--- src/fbd_pkg.sv ---
// shared constants and types for the frame baseline delta-f-over-f block
`timescale 1ns / 1ps
package fbd_pkg;

    localparam int HISTORY_FRAMES = 8;
    localparam int FRAME_PIXELS   = 262144;

    localparam int TIME_W = 40;
    localparam int IDX_W  = 18;
    localparam int PIX_W  = 8;
    localparam int INTV_W = 16;

    localparam int SLOT_W     = (HISTORY_FRAMES > 1) ? $clog2(HISTORY_FRAMES) : 1;
    localparam int PIX_AW     = (FRAME_PIXELS > 1) ? $clog2(FRAME_PIXELS) : 1;
    localparam int HIST_DEPTH = HISTORY_FRAMES * FRAME_PIXELS;
    localparam int HIST_AW    = $clog2(HIST_DEPTH);

    localparam int SUM_MAX   = HISTORY_FRAMES * 255;
    localparam int SUM_W     = $clog2(SUM_MAX + 1);
    localparam int DEN_W     = SUM_W + 1;
    localparam int DIV_W     = DEN_W + PIX_W;
    localparam int NUM_W     = DIV_W + 1;
    localparam int P_MUL     = 510 * HISTORY_FRAMES;
    localparam int DIV_STEPS = PIX_W;

    localparam int QUEUE_DEPTH = 4;
    localparam int Q_AW        = 2;
    localparam int OUT_DEPTH   = 16;
    localparam int OUT_AW      = 4;
    localparam int CNT_W       = 5;

    localparam int CFG_IDX_W  = 1;
    localparam int CFG_DATA_W = 16;
    localparam logic [CFG_IDX_W-1:0] CFG_MODE     = 1'd0;
    localparam logic [CFG_IDX_W-1:0] CFG_INTERVAL = 1'd1;
    localparam logic [INTV_W-1:0]    INTERVAL_RESET = 16'd100;

    typedef struct packed {
        logic [PIX_AW-1:0]  idx;
        logic               in_frame;
        logic [PIX_W-1:0]   pixel;
        logic               upd;
        logic               full;
        logic [HIST_AW-1:0] pos;
    } front_item_t;

    typedef struct packed {
        logic             valid;
        logic [PIX_W-1:0] pixel;
        logic [SUM_W-1:0] sum;
    } back_res_t;

    typedef struct packed {
        logic             valid;
        logic [PIX_W-1:0] pixel;
        logic             zero;
        logic             nonpos;
        logic             sat;
        logic [DIV_W-1:0] rem;
        logic [DEN_W-1:0] den;
        logic [PIX_W-1:0] quo;
    } div_stage_t;

    typedef struct packed {
        logic             push;
        logic [CNT_W-1:0] cnt;
    } out_stat_t;

endpackage

--- src/fbd_dff.sv ---
// ratio pipeline: one quotient bit per stage, rounding, output fifo
`timescale 1ns / 1ps
module fbd_dff (
    input  logic                      clk,
    input  logic                      rst_n,
    input  fbd_pkg::back_res_t        res,
    input  logic                      mode,
    output fbd_pkg::out_stat_t        ostat,
    output logic                      out_valid,
    input  logic                      out_ready,
    output logic [fbd_pkg::PIX_W-1:0] display_value
);
    import fbd_pkg::*;

    div_stage_t st_reg  [DIV_STEPS+1];
    div_stage_t st_next [DIV_STEPS+1];

    logic [NUM_W-1:0]  prod_p, prod_s;
    logic signed [NUM_W-1:0] num;
    logic [DEN_W-1:0]  den;
    logic [DIV_W-1:0]  trial;
    logic [DIV_W:0]    twice_r;
    logic              round_up;
    logic [PIX_W-1:0]  ratio, result;

    logic [PIX_W-1:0]  fifo_reg [OUT_DEPTH];
    logic [OUT_AW-1:0] wr_reg, wr_next, rd_reg, rd_next;
    logic [CNT_W-1:0]  cnt_reg, cnt_next;
    logic              push, pop;

    always_comb
    begin
        prod_p = NUM_W'(res.pixel) * NUM_W'(P_MUL);
        prod_s = NUM_W'(res.sum) * NUM_W'(255);
        num    = $signed(prod_p) - $signed(prod_s);
        den    = {res.sum, 1'b0};

        st_next[0].valid  = res.valid;
        st_next[0].pixel  = res.pixel;
        st_next[0].zero   = res.sum == '0;
        st_next[0].nonpos = num <= 0;
        st_next[0].sat    = num[DIV_W-1:0] >= {den, {PIX_W{1'b0}}};
        st_next[0].rem    = num[DIV_W-1:0];
        st_next[0].den    = den;
        st_next[0].quo    = '0;

        for (int i = 1; i <= DIV_STEPS; i++)
        begin
            st_next[i] = st_reg[i-1];
            trial = DIV_W'(st_reg[i-1].den) << (DIV_STEPS - i);
            if (st_reg[i-1].rem >= trial)
            begin
                st_next[i].rem = st_reg[i-1].rem - trial;
                st_next[i].quo[DIV_STEPS-i] = 1'b1;
            end
        end
    end

    // round half to even, then clamp to the display range
    always_comb
    begin
        twice_r  = {st_reg[DIV_STEPS].rem, 1'b0};
        round_up = (twice_r > (DIV_W+1)'(st_reg[DIV_STEPS].den)) ||
                   ((twice_r == (DIV_W+1)'(st_reg[DIV_STEPS].den)) && st_reg[DIV_STEPS].quo[0]);
        if (st_reg[DIV_STEPS].quo == '1)
        begin
            ratio = '1;
        end
        else
        begin
            ratio = st_reg[DIV_STEPS].quo + PIX_W'(round_up);
        end

        if (!mode)
        begin
            result = st_reg[DIV_STEPS].pixel;
        end
        else if (st_reg[DIV_STEPS].zero)
        begin
            result = (st_reg[DIV_STEPS].pixel != '0) ? '1 : '0;
        end
        else if (st_reg[DIV_STEPS].nonpos)
        begin
            result = '0;
        end
        else if (st_reg[DIV_STEPS].sat)
        begin
            result = '1;
        end
        else
        begin
            result = ratio;
        end

        push       = st_reg[DIV_STEPS].valid;
        pop        = out_valid && out_ready;
        wr_next    = push ? wr_reg + 1'b1 : wr_reg;
        rd_next    = pop ? rd_reg + 1'b1 : rd_reg;
        cnt_next   = cnt_reg + CNT_W'(push) - CNT_W'(pop);
        ostat.push = push;
        ostat.cnt  = cnt_reg;
    end

    assign out_valid     = cnt_reg != '0;
    assign display_value = fifo_reg[rd_reg];

    always_ff @(posedge clk)
    begin
        if (push)
        begin
            fifo_reg[wr_reg] <= result;
        end
    end

    always_ff @(posedge clk or negedge rst_n)
    begin
        if (!rst_n)
        begin
            for (int i = 0; i <= DIV_STEPS; i++)
            begin
                st_reg[i] <= '0;
            end
            wr_reg  <= '0;
            rd_reg  <= '0;
            cnt_reg <= '0;
        end
        else
        begin
            for (int i = 0; i <= DIV_STEPS; i++)
            begin
                st_reg[i] <= st_next[i];
            end
            wr_reg  <= wr_next;
            rd_reg  <= rd_next;
            cnt_reg <= cnt_next;
        end
    end
endmodule

--- config.mk ---
export PLATFORM = sky130hd
export DESIGN_NAME = fbd_dff
export DESIGN_NICKNAME = d
export VERILOG_FILES = /design/src/fbd_pkg.sv /design/src/fbd_dff.sv
export SDC_FILE = /design/constraint.sdc
export NUM_CORES = 1
export LEC_CHECK = 0
export BUFFER_PORTS_ARGS = -buffer_cell sky130_fd_sc_hd__buf_2
export CELL_PAD_IN_SITES_DETAIL_PLACEMENT = 1
export CELL_PAD_IN_SITES_GLOBAL_PLACEMENT = 2
export CORE_AREA = 5 5 262 264
export CTS_BUF_LIST = sky130_fd_sc_hd__clkbuf_16
export CTS_CLUSTER_DIAMETER = 30
export DETAILED_ROUTE_END_ITERATION = 8
export DIE_AREA = 0 0 267 269
export GPL_TIMING_DRIVEN = 0
export PLACE_DENSITY_LB_ADDON = 0.1
export SYNTH_ARGS = -nofsm -noshare
export SYNTH_HDL_FRONTEND = slang
export SYNTH_SLANG_ARGS = --single-unit
--- constraint.sdc ---
create_clock -name clk -period 3.7 [get_ports clk]
set_input_delay 0.37 -clock clk [delete_from_list [all_inputs] [get_ports clk]]
set_output_delay 0.37 -clock clk [all_outputs]
set_load 0.1 [all_outputs]
==> impl_metrics.csv, run 1 <==
group,metric,value,unit
critical_path,worstPathRequired,4210,ps
critical_path,worstSetupStartpointType,"input pin",
sta,grt_setup_unrepaired,"true",
synth,synth_simple_gate_area_share,7.626,%
route,wl_per_cell,18.50,um
synth,yosysTopAreaCellShare,39.74,%
floorplan,initial_core_util,40.44,%
route,wl_met1,24270,um
sta,slew_violations,0,
cells_and_area,fillers,6698,
synth,synth_flop_cell,"dfrtp_1",
synth,synth_top_cell_by_area,"dfrtp_1",
cells_and_area,largest_reg_flops,208,
synth,synth_top_family_by_area,"adder cells",
clock_tree,cts_buffer_depth,3,
critical_path,crit-reg2reg-launch,"st_reg[21]",
floorplan,die_area,71820,sq um
outcome,outcome,"finished with violations",
global_routing,grt_pass1_wl,100700,um
synth,synth_edf_count,128,
synth,synth_area,26820,sq um
critical_path,crit_path_start,"res[13]",
critical_path,ff2ff_path_depth,18,
floorplan,io_pins,39,
flow_run,drv_cap,0,
cells_and_area,final_area,33960,sq um
route,first_pass_iters,4,
critical_path,worst_path_max_delay_cell,"fa_2",
critical_path,path_delay_family,"adder cells",
critical_path,path_buf_inv,8,
synth,synth_mux_area_share,3.764,%
route,vias,16720,
route,finalWirelength,62100,um
route,wl_met2,32790,um
global_routing,gr-total-overflow,0,
synth,yosysMostFrequentCell,"dfrtp_1",
cells_and_area,regArea,14510,sq um
sta,setup_ws,-3113,ps
clock_tree,cts_root_buf,"clkbuf_16",
sta,max_freq,146.8,MHz
sta,layout_min_cycle_time,6813,ps
cells_and_area,syn_to_final_growth,26.59,%
sta,period_share,184.1,%
floorplan,core_area,66330,sq um
outcome,violations,"setup timing",
synth,synth_common_cells,"426 x dfrtp_1, 325 x inv_1, 208 x ha_1, 128 x edfxtp_1, 122 x a21oi_1",
route,wl_met3,2169,um
synth,yosysSeqAreaShare,54.07,%
synth,synth.avg_cell_area,12.46,sq um
floorplan,die_h,269,um
cells_and_area,num_antenna_cells,0,
synth,synthCells,2152,
synth,yosys.area_share.adder,16.94,%
worst_hold_path,hp-class,"in -> reg",
floorplan,num_rows,95,
synth,ys.warnings.count,0,
route,ant_nets,0,
floorplan,fp.dieW,267,um
synth,synth_compound_area_share,8.312,%
critical_path,worstPathMaxFanout,5,
route,avgViaCountPerCell,4.979,
clock_tree,clk_latency,650,ps
global_routing,antenna_found_initial,0,
route,highest_layer,"met4",
synth,syn-num-nets,2481,
global_routing,grt_pass1_vias,19090,
cells_and_area,drive_gt1_share,20.01,%
synth,synth_xor_area_share,4.245,%
sta,hold_viol,0,
placement,place_area,28480,sq um
placement,gpl.final_weighted_congestion,0.8408,
critical_path,crit_end,"st_next[404]",
critical_path,reg2reg_setup_slack,-180,ps
critical_path,worstSetupPathType,"in -> reg",
critical_path,critical_path_cell_count,30,
clock_tree,tritoncts,"built",
clock_tree,cts_sinks,554,
route,drt-initial-drc-count,670,
synth,ys_seq_elements,554,
critical_path,rr_endpoint,"fifo_reg[2][3]",
cells_and_area,multi_input_area,12090,sq um
global_routing,grtUsageTotal,17.60,%
placement,place_hpwl,44070,um
sta,slew_headroom,20.95,%
sta,tightest_slew,1186,ps
sta,clock_skew,45.65,ps
clock_tree,cts_max_level,3,
clock_tree,clkTransAtPathRegs,50,ps
sta,setup_violations,111,
critical_path,slowest_delay,580,ps
cells_and_area,fin_cells,3357,
synth,synthTopCellsByArea,"dfrtp_1 40%, edfxtp_1 14%, ha_1 9.7%",
global_routing,grt_max_degree,119,
placement,io_buffers,37,
placement,dp_cells,3065,
cells_and_area,final_nets,2714,
critical_path,cp.arrival,7320,ps
clock_tree,numCtsBuffers,114,
route,drc,0,
critical_path,crit_path_end_kind,"flip-flop",
synth,async_flop_share,76.90,%
synth,synth.distinct_cells,66,
-- per-stage QoR --
step           setup slack (ps)  setup TNS, ps  hold slack [ps]  util (%)
2_1_floorplan             -3224         -30530            74.41         -
3_3_place_gp              -6716       -2636050            331.0     42.78
3_5_place_dp              -4326        -135730            335.6     42.94
4_1_cts                   -3070         -45830           -40.14     50.49
5_1_grt                   -3297         -50360            67.06     51.20
6_report                  -3113         -39920            91.62     51.20
-- final cells by class --
class | count | area share (%)
Clock buffer | 116 | 8.549
Buffer | 33 | 0.4237
Multi-Input combinational cell | 1247 | 35.61
Sequential cell | 554 | 42.72
Inverter | 325 | 3.633
Timing Repair Buffer | 110 | 2.893
Tap cell | 873 | 3.217
Clock inverter | 99 | 2.951
-- metal layers --
metal	track usage, %	up-vias
li1	-	7855
met1	20.05	8403
met2	32.13	291
met3	3.203	166
met4	8.278	0
met5	0	-
-- kinds of logic (layout without fill, tap and decap cells) --
kind of cell,Yosys count,count (layout)
xor gates and xnor gates,130,130
buffers and inverters,358,683
and+or+nand+nor,399,399
AOI/OAI and AO/OA,356,363
DFF,554,554
adders and majority gates,305,305
muxes,50,50
-- cells in the final DEF, fill, tap and decap left out, types with 21 or more instances in the layout --
cell type	count
a21o_1	49
edfxtp_1	128
buf_2	35
clkbuf_16	116
a21oi_1	109
fa_1	88
nand4_1	21
nor3_1	33
ha_4	22
o21ai_0	61
mux4_2	40
clkbuf_1	21
buf_4	42
xor2_1	40
xnor2_1	70
nor2_1	91
nor2b_1	23
dfrtp_1	424
nand2_1	86
dlygate4sd3_1	21
ha_1	184
inv_1	320
-- how the worst min path moves through the flow --
stage                 start           end  cells past startpoint
2_1_floorplan         rst_n    cnt_reg[0]                      0
3_3_place_gp    st_next[92]   st_next[40]                      0
3_5_place_dp   st_next[213]  st_next[161]                      0
4_1_cts              res[8]  st_next[381]                      1
5_1_grt              res[0]   st_reg[437]                      2
6_report             res[0]   st_reg[437]                      2
-- timing repair --
| item | CTS | global route |
|---|---|---|
| gates resized for setup | 133 | 65 |
| cloned | 5 | 2 |
| setup endpoints to repair | 151 | 156 |
| setup buffers | 30 | 19 |
| pin swaps | 53 | 62 |
| endpoints found under the hold margin | 128 | 1 |
| hold buffers | 20 | 1 |
Power of run 1 is left out: the tool's default activity adds up to more than one toggle a clock period on the data nets, which glitch-free logic cannot reach.
==> run 2, diff against run 1 <==
Settings changed: MAX_ROUTING_LAYER set to met4, PLACE_DENSITY set to 0.79, PLACE_DENSITY_LB_ADDON 0.1 to unset.
==> run 2 against run 1 <==
Against the previous run: the run still ends with setup timing left; routed wire length rose by 2.0%; critical path depth rose by 4; non-clock buffer count grew 7; sequential share of layout area is 0.52 points higher; final cell count fell by 0.86%; utilization fell by 0.61 points; sequential cell count is the same; hold slack worse by 3.6 ps; clock skew hardly changed; fmax decreased by 1.4%; register-to-register slack improved by 220 ps; critical path type unchanged.
==> impl_metrics.csv, run 2 (synthesized netlist as in run 1, its figures left out) <==
group,metric,value,unit
sta,layout_min_cycle_time,6910,ps
route,first_pass_iters,4,
critical_path,path_delay_family,"adder cells",
sta,slew_headroom,39.68,%
critical_path,slowest_delay,580,ps
cells_and_area,final_nets,2701,
sta,clock_skew,45.25,ps
critical_path,crit-reg2reg-launch,"st_reg[21]",
sta,hold_ws,88.04,ps
placement,place_hpwl,44610,um
sta,tightest_slew,900.9,ps
route,ant_nets,0,
sta,setup_ws,-3210,ps
worst_hold_path,hp-class,"in -> reg",
clock_tree,cts_max_level,3,
floorplan,fp.dieW,267,um
global_routing,antenna_found_initial,1,
critical_path,crit_path_end_kind,"flip-flop",
critical_path,reg2reg_setup_slack,40,ps
outcome,violations,"setup timing",
clock_tree,cts_root_buf,"clkbuf_16",
clock_tree,cts_buffer_depth,3,
cells_and_area,fillers,6691,
cells_and_area,layout_common_cells,"424 x dfrtp_1, 310 x inv_1, 180 x ha_1, 128 x edfxtp_1, 112 x a21oi_1",
clock_tree,clk_latency,660,ps
critical_path,worst_path_max_delay_cell,"fa_2",
critical_path,worstPathRequired,4200,ps
cells_and_area,drive_gt1_share,19.97,%
sta,setup_violations,15,
global_routing,grtUsageTotal,18.43,%
clock_tree,cts_sinks,554,
route,wl_per_cell,19.04,um
floorplan,num_rows,95,
clock_tree,clkTransAtPathRegs,50,ps
route,vias,16730,
cells_and_area,syn_to_final_growth,25.07,%
sta,period_share,186.8,%
worst_hold_path,hp-start,"res[0]",
clock_tree,numCtsBuffers,98,
sta,grt_setup_unrepaired,"true",
sta,slew_violations,0,
placement,gpl.final_weighted_congestion,0.8726,
sta,max_freq,144.7,MHz
route,drc,0,
outcome,outcome,"finished with violations",
critical_path,crit_end,"st_next[404]",
critical_path,critical_path_cell_count,34,
route,drt-initial-drc-count,556,
critical_path,rr_endpoint,"fifo_reg[6][6]",
critical_path,worstSetupStartpointType,"input pin",
floorplan,initial_core_util,40.44,%
floorplan,io_pins,39,
cells_and_area,largest_reg_flops,208,
sta,hold_viol,0,
cells_and_area,regArea,14510,sq um
route,avgViaCountPerCell,5.026,
critical_path,cp.arrival,7410,ps
critical_path,worstSetupPathType,"in -> reg",
critical_path,ff2ff_path_depth,17,
global_routing,grt_pass1_vias,19090,
critical_path,path_buf_inv,7,
cells_and_area,final_common_cell,"dfrtp_1",
route,finalWirelength,63350,um
critical_path,worstPathMaxFanout,5,
floorplan,die_h,269,um
global_routing,grt_pass1_wl,102600,um
flow_run,drv_cap,0,
clock_tree,tritoncts,"built",
global_routing,grt_max_degree,111,
floorplan,core_area,66330,sq um
global_routing,gr-total-overflow,0,
critical_path,crit_path_start,"res[13]",
floorplan,die_area,71820,sq um
cells_and_area,multi_input_area,12080,sq um
placement,io_buffers,37,
[run 2: cell count changes in the layout (fill, tap and decap cells not counted), sizes merged, moves of 4 or more]
cell / change
o22a: -4
clkbuf: -18
buf: +9
clkinvlp: -4
clkinv: -6
bufinv: -5
[run 2: worst min-delay path by stage]
stage / end / slack [ps] / cells past startpoint
6_report: st_reg[437] / 90 / 2
5_1_grt: st_reg[437] / 80 / 2
4_1_cts: st_reg[437] / 50 / 2
3_5_place_dp: rd_reg[0] / 340 / 1
3_3_place_gp: st_next[202] / 330 / 0
2_1_floorplan: cnt_reg[0] / 70 / 0
[run 2: metrics by stage]
step	worst slack, ps	TNS (ps)	instances	util, %	instance area [sq um]
after floorplan	-3224	-30530	2152	-	27100
after global placement	-6133	-2434170	3062	42.78	28380
after detailed placement	-4536	-96280	3066	42.96	28500
after CTS	-3246	-29340	3289	49.51	32840
after global routing	-3421	-35470	3328	50.58	33550
final	-3210	-29900	3328	50.58	33550
[run 2: repair_timing]
item                                   CTS  global route
setup endpoints to repair              151           134
pin swaps                               58            73
resized for setup                      124            84
hold buffers                            21             0
endpoints found under the hold margin   87             0
buffers inserted                        18            39
gates cloned                             3             0
[run 2: area by class of cell]
cell class                      count  area share [%]
Clock buffer                       99           7.384
Sequential cell                   554           43.24
Multi-Input combinational cell   1243           36.01
Tap cell                          873           3.256
Inverter                          325           3.685
Buffer                             32          0.4102
Antenna cell                        1        0.007459
Timing Repair Buffer              118           3.215
Clock inverter                     83           2.790
[run 2: routing by layer]
layer	vias to the layer above	global-route usage (%)	share of wire, %
met5	-	-	0
li1	7787	-	-
met4	0	5.814	2.5
met3	113	2.445	2.5
met2	225	34.83	56
met1	8600	20.10	39
Power of run 2 is left out for the same reason.
==> run 3, diff against run 2 <==
Settings changed: ABC_AREA set to 1, CORE_AREA 5 5 262 264 to 5 5 269 271, DIE_AREA 0 0 267 269 to 0 0 274 276, PLACE_DENSITY 0.79 to 0.81.
Clock period 3.7 ns to 7.6 ns, I/O delays scaled along.
==> run 3 against run 2 <==
Against the previous run: the run now ends clean; clock skew rose by 59 ps; sequential share of layout area is 1.3 points lower; critical path type unchanged; hold slack better by 110 ps; critical endpoint unchanged.
==> impl_metrics.csv, run 3 <==
group,metric,value,unit
clock_tree,cts_max_level,3,
route,ant_nets,0,
clock_tree,numCtsBuffers,105,
route,vias,20300,
global_routing,grtUsageTotal,20.93,%
global_routing,gr-total-overflow,0,
flow_run,drv_cap,0,
global_routing,grt_pass1_vias,22890,
floorplan,core_area,69540,sq um
floorplan,fp.dieW,274,um
cells_and_area,final_nets,3358,
synth,yosys.area_share.adder,15.70,%
route,finalWirelength,76360,um
synth,synth_flop_cell,"dfrtp_1",
route,highest_layer,"met4",
route,wl_met2,40110,um
synth,synthTopCellsByArea,"dfrtp_1 37%, edfxtp_1 13%, ha_1 9.0%",
synth,synth_mux_area_share,0,%
route,drc,0,
sta,slew_headroom,1.326,%
placement,gpl.final_weighted_congestion,0.9117,
route,wl_met3,2656,um
cells_and_area,fillers,7575,
synth,synth_top_family_by_area,"adder cells",
critical_path,worst_path_max_delay_cell,"fa_2",
global_routing,grt_pass1_wl,122900,um
synth,synth.avg_cell_area,10.10,sq um
cells_and_area,drive_gt1_share,13.91,%
synth,yosysTopAreaCellShare,36.82,%
critical_path,worstSetupStartpointType,"input pin",
sta,slew_violations,0,
clock_tree,cts_root_buf,"clkbuf_16",
critical_path,worstSetupPathType,"in -> reg",
sta,layout_min_cycle_time,7353,ps
floorplan,die_area,75620,sq um
synth,yosysSeqAreaShare,50.10,%
critical_path,reg2reg_setup_slack,3580,ps
sta,setup_violations,0,
synth,ys.warnings.count,0,
critical_path,worstPathMaxFanout,5,
clock_tree,cts_sinks,554,
synth,async_flop_share,76.90,%
cells_and_area,largest_reg_flops,208,
clock_tree,clk_latency,710,ps
sta,finalSetupTns,0,ps
placement,io_buffers,38,
synth,yosysMostFrequentCell,"nand2_1",
synth,synth_xor_area_share,3.055,%
cells_and_area,final_util,49.71,%
synth,synth_compound_area_share,9.296,%
sta,hold_viol,0,
cells_and_area,layout_common_cells,"472 x inv_1, 468 x nand2_1, 426 x dfrtp_1, 228 x nor2_1, 201 x ha_1",
floorplan,die_h,276,um
route,drt-initial-drc-count,946,
floorplan,num_rows,97,
route,avgViaCountPerCell,4.998,
clock_tree,tritoncts,"built",
synth,synth_common_cells,"473 x nand2_1, 471 x inv_1, 426 x dfrtp_1, 230 x nor2_1, 208 x ha_1",
route,first_pass_iters,7,
critical_path,crit_path_end_kind,"flip-flop",
critical_path,slowest_delay,600,ps
clock_tree,cts_buffer_depth,3,
cells_and_area,syn_to_final_growth,19.40,%
synth,ys_seq_elements,554,
cells_and_area,final_area,34570,sq um
floorplan,io_pins,39,
critical_path,crit_top_cell,"inv_1",
sta,tightest_slew,1480,ps
placement,place_area,30460,sq um
clock_tree,clkTransAtPathRegs,60,ps
critical_path,cp.arrival,7900,ps
global_routing,antenna_found_initial,2,
synth,synth_edf_count,128,
synth,syn-num-nets,3195,
route,wl_per_cell,18.80,um
sta,clock_skew,104.4,ps
placement,place_hpwl,55970,um
synth,synthCells,2866,
worst_hold_path,hp-class,"in -> reg",
synth,synth_top_cell_by_area,"dfrtp_1",
global_routing,grt_max_degree,131,
route,wl_met1,31320,um
critical_path,worstPathRequired,8140,ps
synth,synth_simple_gate_area_share,14.46,%
synth,synth_area,28950,sq um
sta,max_freq,136.0,MHz
sta,period_share,96.76,%
cells_and_area,final_common_cell,"inv_1",
outcome,outcome,"finished clean",
floorplan,initial_core_util,41.63,%
synth,synth.distinct_cells,59,
-- run 3: area by class of cell --
type,instances,area [sq um],area share [%]
diodes,1,2.502,0.007239
plain buffers,44,317.8,0.9194
clock buffers,105,2628,7.601
clock inverters,93,1210,3.500
inverters,483,1827,5.285
multi-input cells,1785,12470,36.06
flip-flops and latches,554,14500,41.96
well taps,940,1176,3.402
repair buffers,56,436.7,1.263
-- run 3: repair_timing --
| action | 4_1_cts | 5_1_grt |
|---|---|---|
| pin swaps | 0 | 11 |
| endpoints found under the setup margin | 1 | 1 |
| endpoints found under the hold margin | 3 | 0 |
| hold buffers | 1 | 0 |
| setup buffers | 0 | 7 |
| resized for setup | 2 | 40 |
-- run 3: worst max-delay path: cells and delay by family --
kind,cells,cell delay [ps]
adder cells (fa/ha/maj),11,4710
AO/OA/AOI/OAI,5,800
AND/OR/NAND/NOR,7,750
buffers and inverters,8,700
XOR/XNOR,1,160
-- run 3: per-layer routing --
metal | vias up | GRT usage [%]
li1 | 9660 | -
met4 | 0 | 6.687
met5 | - | -
met2 | 354 | 36.68
met3 | 146 | 3.095
met1 | 10140 | 24.86
-- run 3: path summary, 6_finish.rpt --
kind | from | end | cells after the start
min reg2reg | st_next[257] | st_next[205] | 0
max in group asynchronous | rst_n | st_next[412] | 4
min | res[19] | st_next[415] | 1
min in group asynchronous | rst_n | st_reg[298] | 2
max | res[14] | st_next[404] | 32
max reg2reg | st_reg[27] | fifo_reg[9][5] | 13
-- run 3: per-stage QoR --
stage,cells,setup slack (ps),hold WS (ps)
2_1_floorplan,2866,423.9,331.2
3_3_place_gp,3844,-2322,331.0
3_5_place_dp,3850,-703.7,335.7
4_1_cts,4049,0.5667,154.8
5_1_grt,4061,-71.97,174.5
6_report,4061,246.6,196.6
-- run 3: cells by family after synthesis --
family | after synthesis
AOI/OAI and AO/OA | 430
and+or+nand+nor | 949
adders and majority gates | 305
buffers and inverters | 527
xor gates and xnor gates | 101
DFF | 554
Power of run 3 is left out for the same reason.
